`src/hdl/pmt_pkg.sv`:
```
// Shared types and constants for the phase current polarity mean tracker.
`timescale 1ns / 1ps

package pmt_pkg;

  localparam int unsigned NUM_PHASES  = 3;
  localparam int unsigned SAMPLE_W    = 16;
  localparam int unsigned MEAN_W      = 16;
  localparam int unsigned POS_W       = 15;
  localparam int unsigned IN_TDATA_W  = 48;
  localparam int unsigned OUT_TDATA_W = 96;
  localparam int unsigned OUT_PAD_W   = OUT_TDATA_W - NUM_PHASES * (MEAN_W + POS_W);

  typedef logic signed [SAMPLE_W-1:0] sample_t;
  typedef logic [MEAN_W-1:0] mean_t;

  // Six means of one sample; the positive group sits in the low bits.
  typedef struct packed {
    logic [NUM_PHASES-1:0][MEAN_W-1:0] neg;
    logic [NUM_PHASES-1:0][POS_W-1:0]  pos;
  } pmt_means_t;

endpackage

```
`src/hdl/pmt_merge.sv`:
```
// Output register that gathers the six lane means into one result beat.
`timescale 1ns / 1ps

module pmt_merge import pmt_pkg::*; (
  input  logic                   clk,
  input  logic                   rst,
  input  logic                   load_valid,
  input  pmt_means_t             means,
  output logic                   advance,
  output logic                   m_tvalid,
  input  logic                   m_tready,
  output logic [OUT_TDATA_W-1:0] m_tdata
);

  pmt_means_t hold;

  // The register can take a new result when it is empty or being drained.
  assign advance = !m_tvalid || m_tready;
  assign m_tdata = {{OUT_PAD_W{1'b0}}, hold};

  always_ff @(posedge clk) begin
    if (rst) begin
      m_tvalid <= 1'b0;
    end else if (advance) begin
      m_tvalid <= load_valid;
    end
  end

  always_ff @(posedge clk) begin
    if (advance && load_valid) begin
      hold <= means;
    end
  end

endmodule

```
`config.mk`:
```
export PLATFORM = sky130hd
export DESIGN_NAME = pmt_merge
export DESIGN_NICKNAME = d
export VERILOG_FILES = /design/src/hdl/pmt_pkg.sv /design/src/hdl/pmt_merge.sv
export SDC_FILE = /design/constraint.sdc
export NUM_CORES = 1
export LEC_CHECK = 0
export BUFFER_PORTS_ARGS = -buffer_cell sky130_fd_sc_hd__buf_4
export CAP_MARGIN = 20
export CORE_MARGIN = 3
export CORE_UTILIZATION = 44
export CTS_CLUSTER_DIAMETER = 80
export DETAILED_ROUTE_END_ITERATION = 8
export HOLD_SLACK_MARGIN = 0.06
export PLACE_DENSITY_LB_ADDON = 0.15
export SLEW_MARGIN = 20
export SYNTH_ARGS = -nofsm -noshare
export SYNTH_HDL_FRONTEND = slang
export SYNTH_SLANG_ARGS = --single-unit
```
`constraint.sdc`:
```
create_clock -name clk -period 3.4 [get_ports clk]
set_clock_uncertainty 0.2 [all_clocks]
set_input_delay 0.34 -clock clk [delete_from_list [all_inputs] [get_ports clk]]
set_output_delay 0.34 -clock clk [all_outputs]
set_load 0.02 [all_outputs]
```
; Word-level counts from Yosys, hierarchy flattened
; Cells that the tools add are included.
[totals]
output_inout_bits = 98
wordCells = 10
regBits = 94
in_bits = 97
[op_classes]
n_reduce_logical = 3
[op_table]
columns = op, n
row1 = 1-bit logical AND, 1
row2 = 1-bit logical NOT, 1
row3 = 1-bit logical OR, 1

; Logic depth before layout (Yosys ltp)
[logic_depth]
ltp_word = 3
depth_mapped = 2
ltp_nobuf = 2

; Worst setup path after synthesis
; Ideal clock, no wire load.
[synth_timing]
path_kind = flip-flop to flip-flop
from = register m_tvalid
to = register hold, in the netlist m_tdata[0] (enable)
path_slack_ps = 1537
period_less_slack_ps = 1863
path_stages_with_launch = 3
path_buffers = 0
setup_time_ps = 387
required_ps = 2813
arrival_ps = 1277
cell_sequence = dfxtp_1 nand2b_4 and2_4
[synth_between]
elab_chain_len = 3
[synth_lines]
columns = item, line_no
row1 = from (decl), pmt_merge.sv:10  ; output logic m_tvalid,
row2 = from (signal assigned), pmt_merge.sv:25  ; m_tvalid <= load_valid;
row3 = 1-bit logical NOT, pmt_merge.sv:18  ; assign advance = !m_tvalid || m_tready;
row4 = 1-bit logical OR, pmt_merge.sv:18
row5 = net advance, pmt_merge.sv:9  ; output logic advance,
row6 = 1-bit logical AND, pmt_merge.sv:30  ; if (advance && load_valid) begin
row7 = to (signal assigned), pmt_merge.sv:31  ; hold <= means;
row8 = to (decl), pmt_merge.sv:15  ; pmt_means_t hold;
; The timed path passes the listed nets, and every way through them passes these cells.
; A chain may end at the register's enable or synchronous reset.

; Final worst setup path
[layout_timing]
from = register m_tvalid
to = register hold, in the netlist m_tdata[2] (enable)
[layout_between]
elab_chain_len = 3
[layout_lines]
columns = item, line_no
row1 = 1-bit logical NOT, pmt_merge.sv:18
row2 = 1-bit logical OR, pmt_merge.sv:18
row3 = 1-bit logical AND, pmt_merge.sv:30
; No other way between the ends.

==> metrics.csv <==
stage,metric,value,unit
timing,final setup fails,0,
synth,most numerous cell in the Yosys netlist,edfxtp_1,
floorplanning,I/O pin count,195,
power,Max IR drop VDD,0.369,mV
floorplanning,core area,0.00613,mm²
cts,Worst-path clk slew,80,ps
global_routing,gr ovfl total,0,
power,Pwr Density,447,mW/mm²
cts,CTS Buffer Depth,2,
synth,sequential element share of the synthesized area,0.979,
layout,layout cells sized above 1,0.509,
timing,Final Slew Violations,0,
synth,Synth Cell Area,0.00287,mm²
cts,total CTS buffers,9,
timing,Final Hold Viols,0,
place,HPWL Detailed,4940,µm
critical_path,Worst Path Arrival,1680,ps
cts,H-tree levels,3,
cts,hold_buf cts,95,
floorplanning,die width,86.8,µm
synth,Mean Syn Cell Area,28.2,µm²
floorplanning,row count,28,
cts,CTS tree,yes,
timing,Worst Max-Slew Pin Slew,533,ps
global_routing,vias in the first global route,2479,
power,Leak,2.35,nW
drt,initial DRC count,129,
critical_path,crit end category,flip-flop,
floorplanning,chip height,86.8,µm
synth,Post-synth EDFFs,93,
timing,slew margin rel.,0.645,
timing,final setup TNS,0,ps
drt,router iterations before antenna repair,4,
floorplanning,total die area,0.00754,mm²
cts,Worst-Skew Late Latency,340,ps
timing,shortest period the worst path allows,1860,ps
status,run status,finished clean,
drt,routed len/inst,19.2,µm
drt,DRT Wirelength,9210,µm
synth,Seq cells post-synth,94,
drt,Vias/cell,4.65,
synth,Post-synth top cells,"edfxtp_1, buf_4",
drt,total number of vias,2225,
cts,CTS root buf,clkbuf_8,
min_path,Min-Delay Path Class,in -> reg,
timing,FMAX,537,MHz
layout,Final Net Count,496,
synth,ranking of synthesized cells by area,"edfxtp_1, buf_4, dfxtp_1",
synth,synth unique cells,8,
critical_path,Worst Path Required,3220,ps
power,total power,2.47,mW
synth,cell taking the most area after synthesis,edfxtp_1,
drt,DRT antenna net count,0,
critical_path,origin of the critical flop-to-flop path,m_tvalid$_SDFFE_PP0P_,
floorplanning,Starting Density,0.469,
timing,RSZ-0062 raised after global routing,no,
timing,period utilization,0.548,
cts,cts repair resizes,0,
critical_path,CP Class,reg -> reg,
place,GP Congestion,0.677,
global_routing,initial antenna violation count,1,
critical_path,crit path cell chain,nand2b_4 > and2_4 > buf_12,
synth,ys flop type,edfxtp_1,
layout,Layout area overhead,92.5,%
critical_path,"reg-to-reg slack, setup",1540,ps
cts,clock sink count,94,
global_routing,Tot GR Track Use,0.249,
global_routing,pin count of the biggest net entering global routing,55,
drt,Remaining DRCs,0,
min_path,origin of the worst min-delay path,load_valid,
critical_path,worst-path fanout max,54,
critical_path,CP peak stage delay,500,ps
critical_path,CP Launch Type,flip-flop,
cts,Post-CTS Setup Bufs,0,
critical_path,slowest stage cell on the critical path,and2_4,
place,PortBufs,191,
synth,Mapped Cells,102,
global_routing,global-route wire length before repair,13500,µm
synth,ys async rst share,0,
synth,Synth top area share,0.972,
critical_path,Crit. Startpoint,m_tvalid$_SDFFE_PP0P_,
job,# Max-Cap Violations,0,
layout,FILL cells,225,
synth,Synthesis Warnings,0,
worst max-delay path, delay by kind of cell (launching register included):
family                 cells  cell delay (ps)
AND/OR/NAND/NOR            2              600
flip-flops                 1              350
buffers and inverters      1              340
per-layer routing:
metal	routed length, µm	GRT usage	vias to the layer above	share of wire
met5	0	0	-	0
met4	255	0.108	0	0.028
met3	811	0.0798	22	0.088
met2	5250	0.468	140	0.57
met1	2900	0.245	1072	0.31
li1	-	-	991	-
logic make-up after synthesis:
family | after synthesis | synth area share
DFF | 94 | 0.979
and+or+nand+nor | 2 | 0.00784
other | 1 | 0.00130
AOI/OAI and AO/OA | 1 | 0.00305
buffers and inverters | 4 | 0.00914
path summary, 6_finish.rpt:
kind	to	depth (start not counted)
worst max register to register	m_tdata[2]$_DFFE_PP_	3
worst min-delay path	m_tdata[4]$_DFFE_PP_	2
worst min register to register	m_tdata[4]$_DFFE_PP_	2
worst max-delay path	m_tdata[2]$_DFFE_PP_	3
registers in the layout, indices dropped and copies added, names as in the netlist:
signal and flops:
m_tdata 93, m_tvalid 1
per-stage QoR:
stage	std cells	area (µm²)	setup WS, ps	hold slack (ps)	utilization
2_1_floorplan	104	2880	1540	202	-
3_3_place_gp	368	4410	1470	289	0.719
3_5_place_dp	368	4410	1450	296	0.719
4_1_cts	478	5530	1570	423	0.902
5_1_grt	479	5530	1470	447	0.902
6_report	479	5530	1540	431	0.902
cell usage in the layout, fill, tap and decap left out:
cell type      instances
diode_2                1
bufinv_16              1
dlygate4sd3_1         95
buf_4                191
inv_1                  1
conb_1                 3
clkbuf_1               4
dfxtp_1                1
clkinv_1               1
edfxtp_1              93
buf_12                 1
nand2b_4               1
a21oi_2                1
and2_4                 1
clkbuf_8               9
power breakdown:
part / switching, mW / internal (mW)
sequential: 0.0231 / 1.35
clock: 0.356 / 0.336
combinational: 0.184 / 0.222
total: 0.563 / 1.91
cell type report:
class                   instances  area [µm²]  area share
inverters                       1        3.75    0.000678
flip-flops and latches         94        2810       0.508
multi-input cells               6        42.5     0.00769
clock inverters                 2        33.8     0.00611
diodes                          1        2.50    0.000452
clock buffers                  13         139      0.0251
well taps                      75        93.8      0.0170
repair buffers                287        2400       0.435
Note: power is estimated with default switching activity, not from simulation.
