**config.mk**
```make
export PLATFORM = sky130hd
export DESIGN_NAME = pmt_lane
export DESIGN_NICKNAME = d
export VERILOG_FILES = /design/src/hdl/pmt_pkg.sv /design/src/hdl/pmt_lane.sv
export SDC_FILE = /design/constraint.sdc
export NUM_CORES = 1
export LEC_CHECK = 0
export ABC_AREA = 1
export BUFFER_PORTS_ARGS = -buffer_cell sky130_fd_sc_hd__buf_4
export CAP_MARGIN = 25
export CORE_MARGIN = 5
export CORE_UTILIZATION = 35
export CTS_CLUSTER_DIAMETER = 120
export DETAILED_ROUTE_END_ITERATION = 10
export SYNTH_ARGS = -nofsm -noshare
export SYNTH_HDL_FRONTEND = slang
export SYNTH_SLANG_ARGS = --single-unit
export TNS_END_PERCENT = 30
```
**constraint.sdc**
```tcl
create_clock -name clk -period 10.5 [get_ports clk]
set_input_delay 1.05 -clock clk [delete_from_list [all_inputs] [get_ports clk]]
set_output_delay 1.05 -clock clk [all_outputs]
set_load 0.01 [all_outputs]
```
**src/hdl/pmt_pkg.sv**
```systemverilog
// Shared types and constants for the phase current polarity mean tracker.
`timescale 1ns / 1ps

package pmt_pkg;

  localparam int unsigned NUM_PHASES  = 3;
  localparam int unsigned SAMPLE_W    = 16;
  localparam int unsigned MEAN_W      = 16;
  localparam int unsigned POS_W       = 15;
  localparam int unsigned IN_TDATA_W  = 48;
  localparam int unsigned OUT_TDATA_W = 96;
  localparam int unsigned OUT_PAD_W   = OUT_TDATA_W - NUM_PHASES * (MEAN_W + POS_W);

  typedef logic signed [SAMPLE_W-1:0] sample_t;
  typedef logic [MEAN_W-1:0] mean_t;

  // Six means of one sample; the positive group sits in the low bits.
  typedef struct packed {
    logic [NUM_PHASES-1:0][MEAN_W-1:0] neg;
    logic [NUM_PHASES-1:0][POS_W-1:0]  pos;
  } pmt_means_t;

endpackage

```
**src/hdl/pmt_lane.sv**
```systemverilog
// One leaky accumulator with its constant reciprocal divider.
`timescale 1ns / 1ps

module pmt_lane import pmt_pkg::*; #(
  parameter int unsigned SAMPLE_COUNT = 8096
) (
  input  logic                clk,
  input  logic                rst,
  input  logic                load,
  input  logic [SAMPLE_W-1:0] add_val,
  output mean_t               mean
);

  // The accumulator stays below 32769 * SAMPLE_COUNT.
  localparam int unsigned LOG_N = $clog2(SAMPLE_COUNT);
  localparam int unsigned ACC_W = LOG_N + SAMPLE_W;
  localparam int unsigned SHIFT = ACC_W + LOG_N;
  // Rounded-up reciprocal, exact for every accumulator value.
  localparam logic [ACC_W:0] RECIP = (ACC_W + 1)'(
      ((64'd1 << SHIFT) + 64'(SAMPLE_COUNT) - 64'd1) / 64'(SAMPLE_COUNT));

  logic [ACC_W-1:0] acc;
  logic [ACC_W-1:0] acc_next;
  logic [2*ACC_W:0] prod;
  mean_t            quot;

  assign prod = {{(ACC_W + 1){1'b0}}, acc} * {{ACC_W{1'b0}}, RECIP};
  assign quot = prod[SHIFT +: MEAN_W];

  // Leak the current mean, then add the sample magnitude.
  assign acc_next = acc - ACC_W'(quot) + ACC_W'(add_val);
  assign mean     = quot;

  always_ff @(posedge clk) begin
    if (rst) begin
      acc <= '0;
    end else if (load) begin
      acc <= acc_next;
    end
  end

endmodule

```
* Yosys cells after proc, flatten, opt, wreduce, memory -nomap -nowiden
Index checks and enable logic that the tools add are counted.
** Word-level totals
- Bits in registers :: 29
- Input bits :: 19
- Output and inout port bits :: 16
- Word-level logic and storage cells :: 4
** Operators by class
- Add/subtract/negate cells :: 2
- Multiply operators :: 1
** Operators by type and width (number)
- $mul A29 B30 Y58 const B :: 1
- $add A29 B16 Y29 :: 1
- $sub A29 B16 Y29 :: 1

* Longest topological paths before layout
- Depth after elaboration :: 3
- Mapped depth :: 46
- Mapped depth without buffers :: 46

* Worst setup path before layout
Ideal clock, no wire load.
- Path type :: register to register
- From :: register acc[12]
- To :: register acc[16]
- Setup time :: 0.115 ns
- Data arrival time :: 7.408 ns
- Required time :: 10.385 ns
- Setup slack :: 2.977 ns
- Stages on the path, launching flop included :: 42
- Path buffers :: 0
- Period minus slack after synthesis :: 7.523 ns
- Path through :: dfxtp_1 > inv_1 > ha_1 > inv_1 > fa_1 > inv_1 > fa_1 > inv_1 > fa_1 > inv_1 > fa_1 > inv_1 > fa_1 > fa_1 > inv_1 > fa_1 > inv_1 > ha_1 > (+6 left out) > nand2_1 > o21ai_0 > nor2_1 > nand2_1 > nand2_1 > nand2_1 > fa_1 > fa_1 > inv_1 > nand3_1 > nand3_1 > nand3_1 > nand2_1 > nand2_1 > nand2_1 > nor2_1 > o21ai_0 > inv_1
** On the way
- Word-level cells in the longest chain between the ends :: 3
** Ends and longest elaborated chain
- start, declared :: RTL line pmt_lane.sv:22 : logic [ACC_W-1:0] acc;
- start signal, assigned :: RTL line pmt_lane.sv:38 : acc <= acc_next;
- $mul A29 B30 Y58 :: RTL line pmt_lane.sv:27 : assign prod = {{(ACC_W + 1){1'b0}}, acc} * {{ACC_W{1'b0}}, RECIP};
- via mean[1] :: RTL line pmt_lane.sv:11 : output mean_t mean
- $sub A29 B16 Y29 :: RTL line pmt_lane.sv:31 : assign acc_next = acc - ACC_W'(quot) + ACC_W'(add_val);
- $add A29 B16 Y29 :: RTL line pmt_lane.sv:31
The timed path passes the listed nets, and every way through them passes these cells.
A chain may end at the register's enable or synchronous reset.

* Final worst setup path
- From :: register acc[12]
- To :: register acc[17]
** On the way
- Word-level cells in the longest chain between the ends :: 3
** Ends and longest elaborated chain (RTL line)
- $mul A29 B30 Y58 :: pmt_lane.sv:27
- $sub A29 B16 Y29 * :: pmt_lane.sv:31
- $add A29 B16 Y29 * :: pmt_lane.sv:31
Mark *: on every way between the ends. The rest lies on a longest branch, timed or not.

==> flow_summary.toml <==
[worst_setup_path]
criticalPathCategory = "reg2reg"
crit_path_frequent_cell = "inv_1"
critPathArrivalTime_ns = 9.58
crit_path_end_kind = "flip-flop"
critical-path-max-stage-delay_ns = 0.66
start_kind = "flip-flop"
cp_slowest_cell = "dfxtp_1"
required_ns = 10.68
cp_max_fo = 7

[global_route]
grt_start_max_net_pins = 31
grt.overflow.total = 0
grt_use_total_pct = 21.0
grt_pass1_vias = 15464
antenna_found_initial = 1
grt_first_pass_wirelength_um = 86900

[floorplan]
core-area_um2 = 49100
fp.dieW_um = 233
top_level_ports = 35
die_area_um2 = 54300
initial_core_util_pct = 35.5
rows = 81
die_h_um = 233

[logic_synthesis]
ys_top_cells_by_area = "ha_1 (28%), fa_1 (28%), inv_1 (15%)"
yosys.area.top_type = "ha_1"
syn_area_um2 = 17400
synth.top_cell.area_share_pct = 27.8
synth_edf_count = 0
postSynthAreaPerCell_um2 = 7.28
synth-warning-count = 0
synth-async-reset-ratio_pct = 0
synth_ff_type = "dfxtp_1"
yosys.cell_count.top_type = "inv_1"
synth_cell_types = 35
post_synth_most_frequent_cells = "inv_1 (692), nand2_1 (574), ha_1 (386)"
syn_inst = 2389
synth_nets = 3035
ys_seq_area_share_pct = 3.34
ys_ff_latch = 29

[cts]
cts_root_buf = "clkbuf_16"
cts_buffer_depth = 2
path_clk_slew_ns = 0.06
htree_levels = 2
cts_buffers = 5
post-cts-setup-buffer-count = 0
postCtsHoldBufs = 0
ctsResizeCount = 0
cts_tree = "built"
clkLatencyLatePin_ns = 0.29
clock_sinks = 29

[drt]
drt-total-wl_um = 56700
wl_per_cell_um = 18.3
drtIter0Drc = 981
firstDrtPassIters = 5
drcViolationCount = 0
vias = 14875
ant_nets = 0
via_per_inst = 4.81

[timing]
min_period_ns = 9.40
finalCritPeriodShare_pct = 89.6
setup_viol = 0
slew_violations = 0
fmax_mhz = 106
rsz0062_at_grt = "false"
worst_pin_slew_ns = 0.904
fin_setup_tns_ns = 0
finalHoldViolations = 0
relSlewSlack_pct = 39.3
clock_skew_ns = 0.00541

[layout]
regMostFlops = "acc"
drive_gt1_share_pct = 3.58
nets = 3074
largest_reg_flops = 29
diodes = 0
top_regs = "acc x29"
synthToLayoutAreaGrowth_pct = 7.14

[placed_design]
place.port_buffers = 34
dp.final_hpwl_um = 51600
globalplace.congestion = 1.03

[run_status]
status = "complete, no violations"

[worst_hold_path]
hp-class = "reg2reg"

[job]
cap_violations = 0
critical path, delay by kind of cell, from the launching register on:
family	cells	cell delay, ns
flip-flops	1	0.66
adder cells (fa/ha/maj)	11	5.14
AO/OA/AOI/OAI	2	0.30
AND/OR/NAND/NOR	15	2.20
buffers and inverters	11	0.96
layout by cell type, fill, tap and decap left out:
cell type	n
a21o_1	6
a21oi_1	86
a21oi_2	1
and2_1	5
and3_1	1
buf_4	41
clkbuf_1	1
clkbuf_16	5
clkinv_2	2
dfxtp_1	29
fa_1	241
ha_1	386
inv_1	692
inv_2	4
nand2_1	574
nand2_2	10
nand2_4	1
nand3_1	81
nand3_2	2
nand3b_1	4
nand3b_2	1
nand4_1	19
nor2_1	138
nor2_2	7
nor2_4	3
nor3_1	10
nor3_2	4
nor3_4	1
nor3b_1	1
nor4_1	1
o21ai_0	39
o21ai_1	1
o21ai_2	2
o21bai_1	6
or2_2	3
xnor2_1	4
xor2_1	17
layer usage:
layer / global-route usage (%) / wire [um]
met1: 27.3 / 24600
met4: 7.94 / 2520
met3: 3.00 / 3250
met5: 0 / 0
met2: 35.4 / 26400
final timing paths:
check | endpoint | depth (start not counted) | from | slack, ns
setup / recovery | acc[17]$_SDFFE_PP0P_ | 39 | acc[12]$_SDFFE_PP0P_ | 1.10
hold / removal | acc[15]$_SDFFE_PP0P_ | 4 | acc[15]$_SDFFE_PP0P_ | 0.77
setup reg to reg | acc[17]$_SDFFE_PP0P_ | 39 | acc[12]$_SDFFE_PP0P_ | 1.10
hold reg to reg | acc[15]$_SDFFE_PP0P_ | 4 | acc[15]$_SDFFE_PP0P_ | 0.77
metrics by stage:
stage | worst slack, ns | util [%] | hold slack [ns] | std cells | area, um2
detailed placement | 1.22 | 37.7 | 0.760 | 3085 | 18500
CTS | 1.18 | 38.0 | 0.772 | 3093 | 18600
global route | 0.590 | 38.0 | 0.815 | 3093 | 18600
floorplan | 2.98 | - | 0.613 | 2389 | 17400
finish | 1.10 | 38.0 | 0.765 | 3093 | 18600
global placement | 1.19 | 37.7 | 0.732 | 3085 | 18500
area by class of cell:
class / count / area [um2]
inverters: 696 / 2610
well taps: 664 / 831
multi-input cells: 1655 / 14200
fillers: 5218 / 30400
clock buffers: 6 / 129
repair buffers: 41 / 308
clock inverters: 2 / 10.0
flip-flops and latches: 29 / 581
kinds of logic (layout without fill, tap and decap cells):
| logic type | Yosys count | in the layout | synth area share [%] |
|---|---|---|---|
| simple gates | 866 | 866 | 20.6 |
| buf+inv | 705 | 745 | 15.2 |
| fa+ha+maj | 627 | 627 | 55.5 |
| compound gates | 141 | 141 | 4.29 |
| flops | 29 | 29 | 3.34 |
| xor+xnor | 21 | 21 | 1.06 |
Power is left out: the tool's default activity adds up to more than one toggle a clock period on the data nets, which glitch-free logic cannot reach.
